### src/hdl/sparse_set_component_pool_unit_macros.svh
// Assertion helpers for the component pool, clocked on clk_i, idle while rst_ni is low.
`ifndef SPARSE_SET_COMPONENT_POOL_UNIT_MACROS_SVH
`define SPARSE_SET_COMPONENT_POOL_UNIT_MACROS_SVH

// Property that must hold at every edge.
`define SSCP_ASSERT(name, prop, msg) \
  name: assert property (@(posedge clk_i) disable iff (!rst_ni) (prop)) else $error(msg);

// Antecedent in this cycle, consequent in the next.
`define SSCP_ASSERT_NEXT(name, ante, cons, msg) \
  name: assert property (@(posedge clk_i) disable iff (!rst_ni) (ante) |=> (cons)) else $error(msg);

`endif

### src/hdl/sscp_ram.sv
`timescale 1ns / 1ps

// Single write port, single registered read port.
module sscp_ram #(
  parameter int unsigned WIDTH = 8,
  parameter int unsigned DEPTH = 16,
  localparam int unsigned AW   = $clog2(DEPTH)
) (
  input  logic             clk_i,
  input  logic             we_i,
  input  logic [AW-1:0]    waddr_i,
  input  logic [WIDTH-1:0] wdata_i,
  input  logic             re_i,
  input  logic [AW-1:0]    raddr_i,
  output logic [WIDTH-1:0] rdata_o
);

  logic [WIDTH-1:0] mem [DEPTH];
  logic [WIDTH-1:0] rdata_q;

  always_ff @(posedge clk_i) begin
    if (we_i) begin
      mem[waddr_i] <= wdata_i;
    end
    if (re_i) begin
      rdata_q <= mem[raddr_i];
    end
  end

  assign rdata_o = rdata_q;

endmodule

### config.mk
export PLATFORM = sky130hd
export DESIGN_NAME = sscp_ram
export DESIGN_NICKNAME = d
export VERILOG_FILES = /design/src/hdl/sparse_set_component_pool_unit_macros.svh /design/src/hdl/sscp_ram.sv
export SDC_FILE = /design/constraint.sdc
export NUM_CORES = 1
export LEC_CHECK = 0
export BUFFER_PORTS_ARGS = -buffer_cell sky130_fd_sc_hd__buf_2
export CORE_ASPECT_RATIO = 1.2
export CORE_MARGIN = 10
export CORE_UTILIZATION = 48
export DETAILED_ROUTE_END_ITERATION = 8
export REMOVE_ABC_BUFFERS = 1
export SKIP_CTS_REPAIR_TIMING = 1
export SYNTH_ARGS = -nofsm -noshare
export SYNTH_HDL_FRONTEND = slang
export SYNTH_SLANG_ARGS = --single-unit
### constraint.sdc
create_clock -name clk_i -period 2.7 [get_ports clk_i]
set_clock_uncertainty 0.15 [all_clocks]
set_input_delay 0.54 -clock clk_i [delete_from_list [all_inputs] [get_ports clk_i]]
set_output_delay 0.54 -clock clk_i [all_outputs]
set_load 0.01 [all_outputs]
## Word level (Yosys, flattened, before mapping)

Memory sizes are Yosys's and may differ from the RTL's. A register that Yosys moved wholly into a read port is not among the register bits.
Cells that the tools add are included.
W data, S select, Z words.

| operators by class | value |
|---|---|
| shifts and indexed selects | 0 |
| add/sub/neg operators | 0 |
| bitwise logic cells | 0 |
| equality and inequality tests | 0 |
| $lt $le $gt $ge | 0 |
| divide/modulo/power cells | 0 |
| muxes and demuxes | 2 |
| $mul | 0 |
| reduce and logical (&&, ||, !) cells | 0 |

Operators by type and width:

| operator | count |
|---|---|
| $mux W1 | 2 |

| storage, ports and cells | value |
|---|---|
| memory bits (read-only) | 0 |
| bits in writable memories | 128 |
| memories kept | 1 |
| logic and storage cells | 3 |
| register bits | 0 |
| latch bits | 0 |

Memory list:

| name | words | width | read ports | clocked after memory_dff | write ports | RTL line | text |
|---|---|---|---|---|---|---|---|
| mem | 16 | 8 | 1 | 1 | 1 | sscp_ram.sv:18 | `logic [WIDTH-1:0] mem [DEPTH];` |

## Logic depth before layout (Yosys ltp)

| logic depth | value |
|---|---|
| depth in word-level cells | 2 |
| mapped depth | 5 |
| depth with buffers taken out | 3 |

## Worst setup path after synthesis

Ideal clock, no wire load.

| timing | value |
|---|---|
| path kind | input-to-reg |
| from | input waddr_i[2] |
| to | memory mem[0][0] (enable) |
| stages | 2 |
| path buffers | 0 |
| slack | 0.517 ns |
| setup time | 0.383 ns |
| arrival time | 1.650 ns |
| cells stage by stage | or3b_2 nor3_1 |

RTL lines:

| item | RTL line | text |
|---|---|---|
| start: declaration | sscp_ram.sv:11 | `input logic [AW-1:0] waddr_i,` |
| end: declaration | sscp_ram.sv:18 |  |

No word-level cell before the write port.

==> impl_metrics.env <==
export IMPL_grt_usage_pct=14.05
export IMPL_fin_ws_ps=797.4
export IMPL_powerDensity_nw_per_um2=791.5
export IMPL_grt_pass1_vias=2624
export IMPL_hp_start="re_i"
export IMPL_fin_setup_tns_ps=0
export IMPL_seq_power_share_pct=48.7
export IMPL_total_power_w=0.004905
export IMPL_r2r_end="rdata_o[5]"
export IMPL_n_antenna_cell=0
export IMPL_fill_cells=777
export IMPL_ff2ff_path_depth=3
export IMPL_syn_to_final_growth_pct=18.55
export IMPL_ir_worst_vdd_mv=0.4121
export IMPL_r2r_start="mem[1][5]"
export IMPL_whs_path_depth=1
export IMPL_io_pins=27
export IMPL_wl_per_cell_um=23.35
export IMPL_netlist_instances=229
export IMPL_vias=2448
export IMPL_layoutNonFillerInstCount=425
export IMPL_antenna_found_initial=0
export IMPL_drv_cap=0
export IMPL_die_y_um=134.3
export IMPL_slew_limit_headroom_pct=50.32
export IMPL_cts_root_buf="clkbuf_16"
export IMPL_hold_class="primary input to flop"
export IMPL_dp_final_hpwl_um=6318
export IMPL_port_buffers=26
export IMPL_grt_pass1_wl_um=15820
export IMPL_postRouteAntennaNets=0
export IMPL_via_per_inst=5.760
export IMPL_cts_sinks=136
export IMPL_p_sw_w=0.0009181
export IMPL_ys_seq_area_share_pct=78.12
export IMPL_crit_path_start_kind="primary input"
export IMPL_dp_cells=394
export IMPL_layout_common_cells="edfxtp_1 (136), buf_2 (26), mux4_2 (18), buf_4 (18), clkbuf_16 (17)"
export IMPL_die_w_um=115.3
export IMPL_rrSetupSlack_ps=1050
export IMPL_cts_tree="done"
export IMPL_max_freq_mhz=525.6
export IMPL_setup_viol=0
export IMPL_hold_ws_ps=342.5
export IMPL_grt_max_degree=33
export IMPL_synth_cell_type_count=18
export IMPL_drt_first_pass_iters=5
export IMPL_dpl_worst_slack_ps=376.7
export IMPL_worst_pin_slew_ps=742.5
export IMPL_drt_iter0_markers=123
export IMPL_status="finished clean"
export IMPL_power_frac_comb_pct=4.5
export IMPL_crit_arrival_ps=1910
export IMPL_core_sq_um=10570
export IMPL_gr_total_overflow=0
export IMPL_finalWeightedCongestion=0.7271
export IMPL_leakage_nw=2.110
export IMPL_ys_seq_elements=136
export IMPL_final_hold_violation_count=0
export IMPL_drv_slew=0
export IMPL_fin_crit_ps=1903
export IMPL_cts_max_path_buffers=2
export IMPL_final_common_cell="edfxtp_1"
export IMPL_drive_gt1_share_pct=30.07
export IMPL_syn_avg_cell_area_sq_um=22.83
export IMPL_nNetsFinal=303
export IMPL_cts_clk_slew_worst_paths_ps=50
export IMPL_switching_share_pct=18.72
export IMPL_die_area_sq_um=15480
export IMPL_criticalPathCategory="primary input to flop"
export IMPL_rsz0062_at_grt="no"
export IMPL_htreeDepth=4
export IMPL_cp_required_ps=2700
export IMPL_clock_latency_ps=410
export IMPL_syn_area_sq_um=5228
export IMPL_start_util_pct=49.47
export IMPL_end_kind="flop"
export IMPL_internal_power_w=0.003987
export IMPL_hold_end="rdata_o[4]"
export IMPL_cts_inserted_buffers=17
export IMPL_period_share_pct=70.46
export IMPL_yosys_warnings=0
export IMPL_placementRows=41
export IMPL_cp_max_fo=32
export IMPL_drc_errors=0
export IMPL_clkPwrFrac_pct=46.8
export IMPL_drt_wl_total_um=9924
-- synth_stat cells, drive strengths merged --
library cell / count / area, sq um
and2: 1 / 6.260
nand3: 1 / 5.000
nor2b: 1 / 6.260
clkdlybuf4s25: 3 / 30.03
and2b: 1 / 7.510
nand3b: 2 / 15.01
or3b: 1 / 8.760
nor3: 4 / 20.02
buf: 7 / 56.30
nand2: 9 / 33.78
mux4: 32 / 773.2
nand2b: 2 / 12.51
nor2: 13 / 48.80
edfxtp: 136 / 4084
a22oi: 16 / 120.1
-- power groups by stage --
stage               combinational [W]  clock [W]  sequential [W]
finish                       0.000218    0.00230         0.00239
CTS                          0.000224    0.00234         0.00239
global placement             0.000220          0         0.00243
global route                 0.000240    0.00242         0.00240
detailed placement           0.000224          0         0.00243
floorplan                   0.0000948          0         0.00244
-- through the flow --
| stage | utilization (%) | area [sq um] |
|---|---|---|
| after detailed placement | 53.07 | 5608 |
| final | 58.64 | 6197 |
| after floorplan | - | 5141 |
| after global routing | 58.64 | 6197 |
| after CTS | 58.64 | 6197 |
| after global placement | 53.07 | 5608 |
-- kinds of logic (layout without fill, tap and decap cells) --
kind of cell / count (synthesis) / in the layout / synth area share (%)
DFF: 136 / 136 / 78.12
and+or+nand+nor: 35 / 35 / 3.136
muxes: 32 / 32 / 14.79
AOI/OAI and AO/OA: 16 / 16 / 2.298
buffers and inverters: 10 / 77 / 1.651
-- cell type report --
cell class | count | area [sq um] | share of cell area [%]
Timing Repair Buffer | 46 | 305.3 | 4.926
Clock inverter | 13 | 160.2 | 2.584
Multi-Input combinational cell | 83 | 1057 | 17.06
Sequential cell | 136 | 4084 | 65.90
Tap cell | 129 | 161.4 | 2.604
Clock buffer | 18 | 429.2 | 6.925
-- critical path, cell delays in order --
cell     delay [ps]
buf_2           110
buf_12          250
mux4_1          600
a22oi_1         310
nand2_1          80
-- per-layer routing --
metal / up-vias / share of wire (%) / wire, um / global-route usage [%]
li1: 1090 / - / - / -
met1: 1285 / 43 / 4244 / 18.26
met2: 63 / 51 / 5031 / 21.05
met3: 10 / 5.4 / 531 / 4.775
met4: 0 / 1.2 / 116 / 5.785
met5: - / 0 / 0 / 0
-- sequential cells by signal (all words and copies together), names as in the netlist --
register and cells:
mem 128, rdata_o 8
-- worst max path at each step --
stage	start	to	slack [ps]	depth (start not counted)
4_1_cts	raddr_i[0]	rdata_o[5]	820	5
2_1_floorplan	waddr_i[2]	mem[0][0]	520	2
3_3_place_gp	raddr_i[0]	rdata_o[5]	390	5
5_1_grt	raddr_i[0]	rdata_o[4]	760	5
3_5_place_dp	raddr_i[0]	rdata_o[5]	380	5
6_report	raddr_i[0]	rdata_o[5]	800	5
No activity file was read; power rests on OpenSTA's default activity.
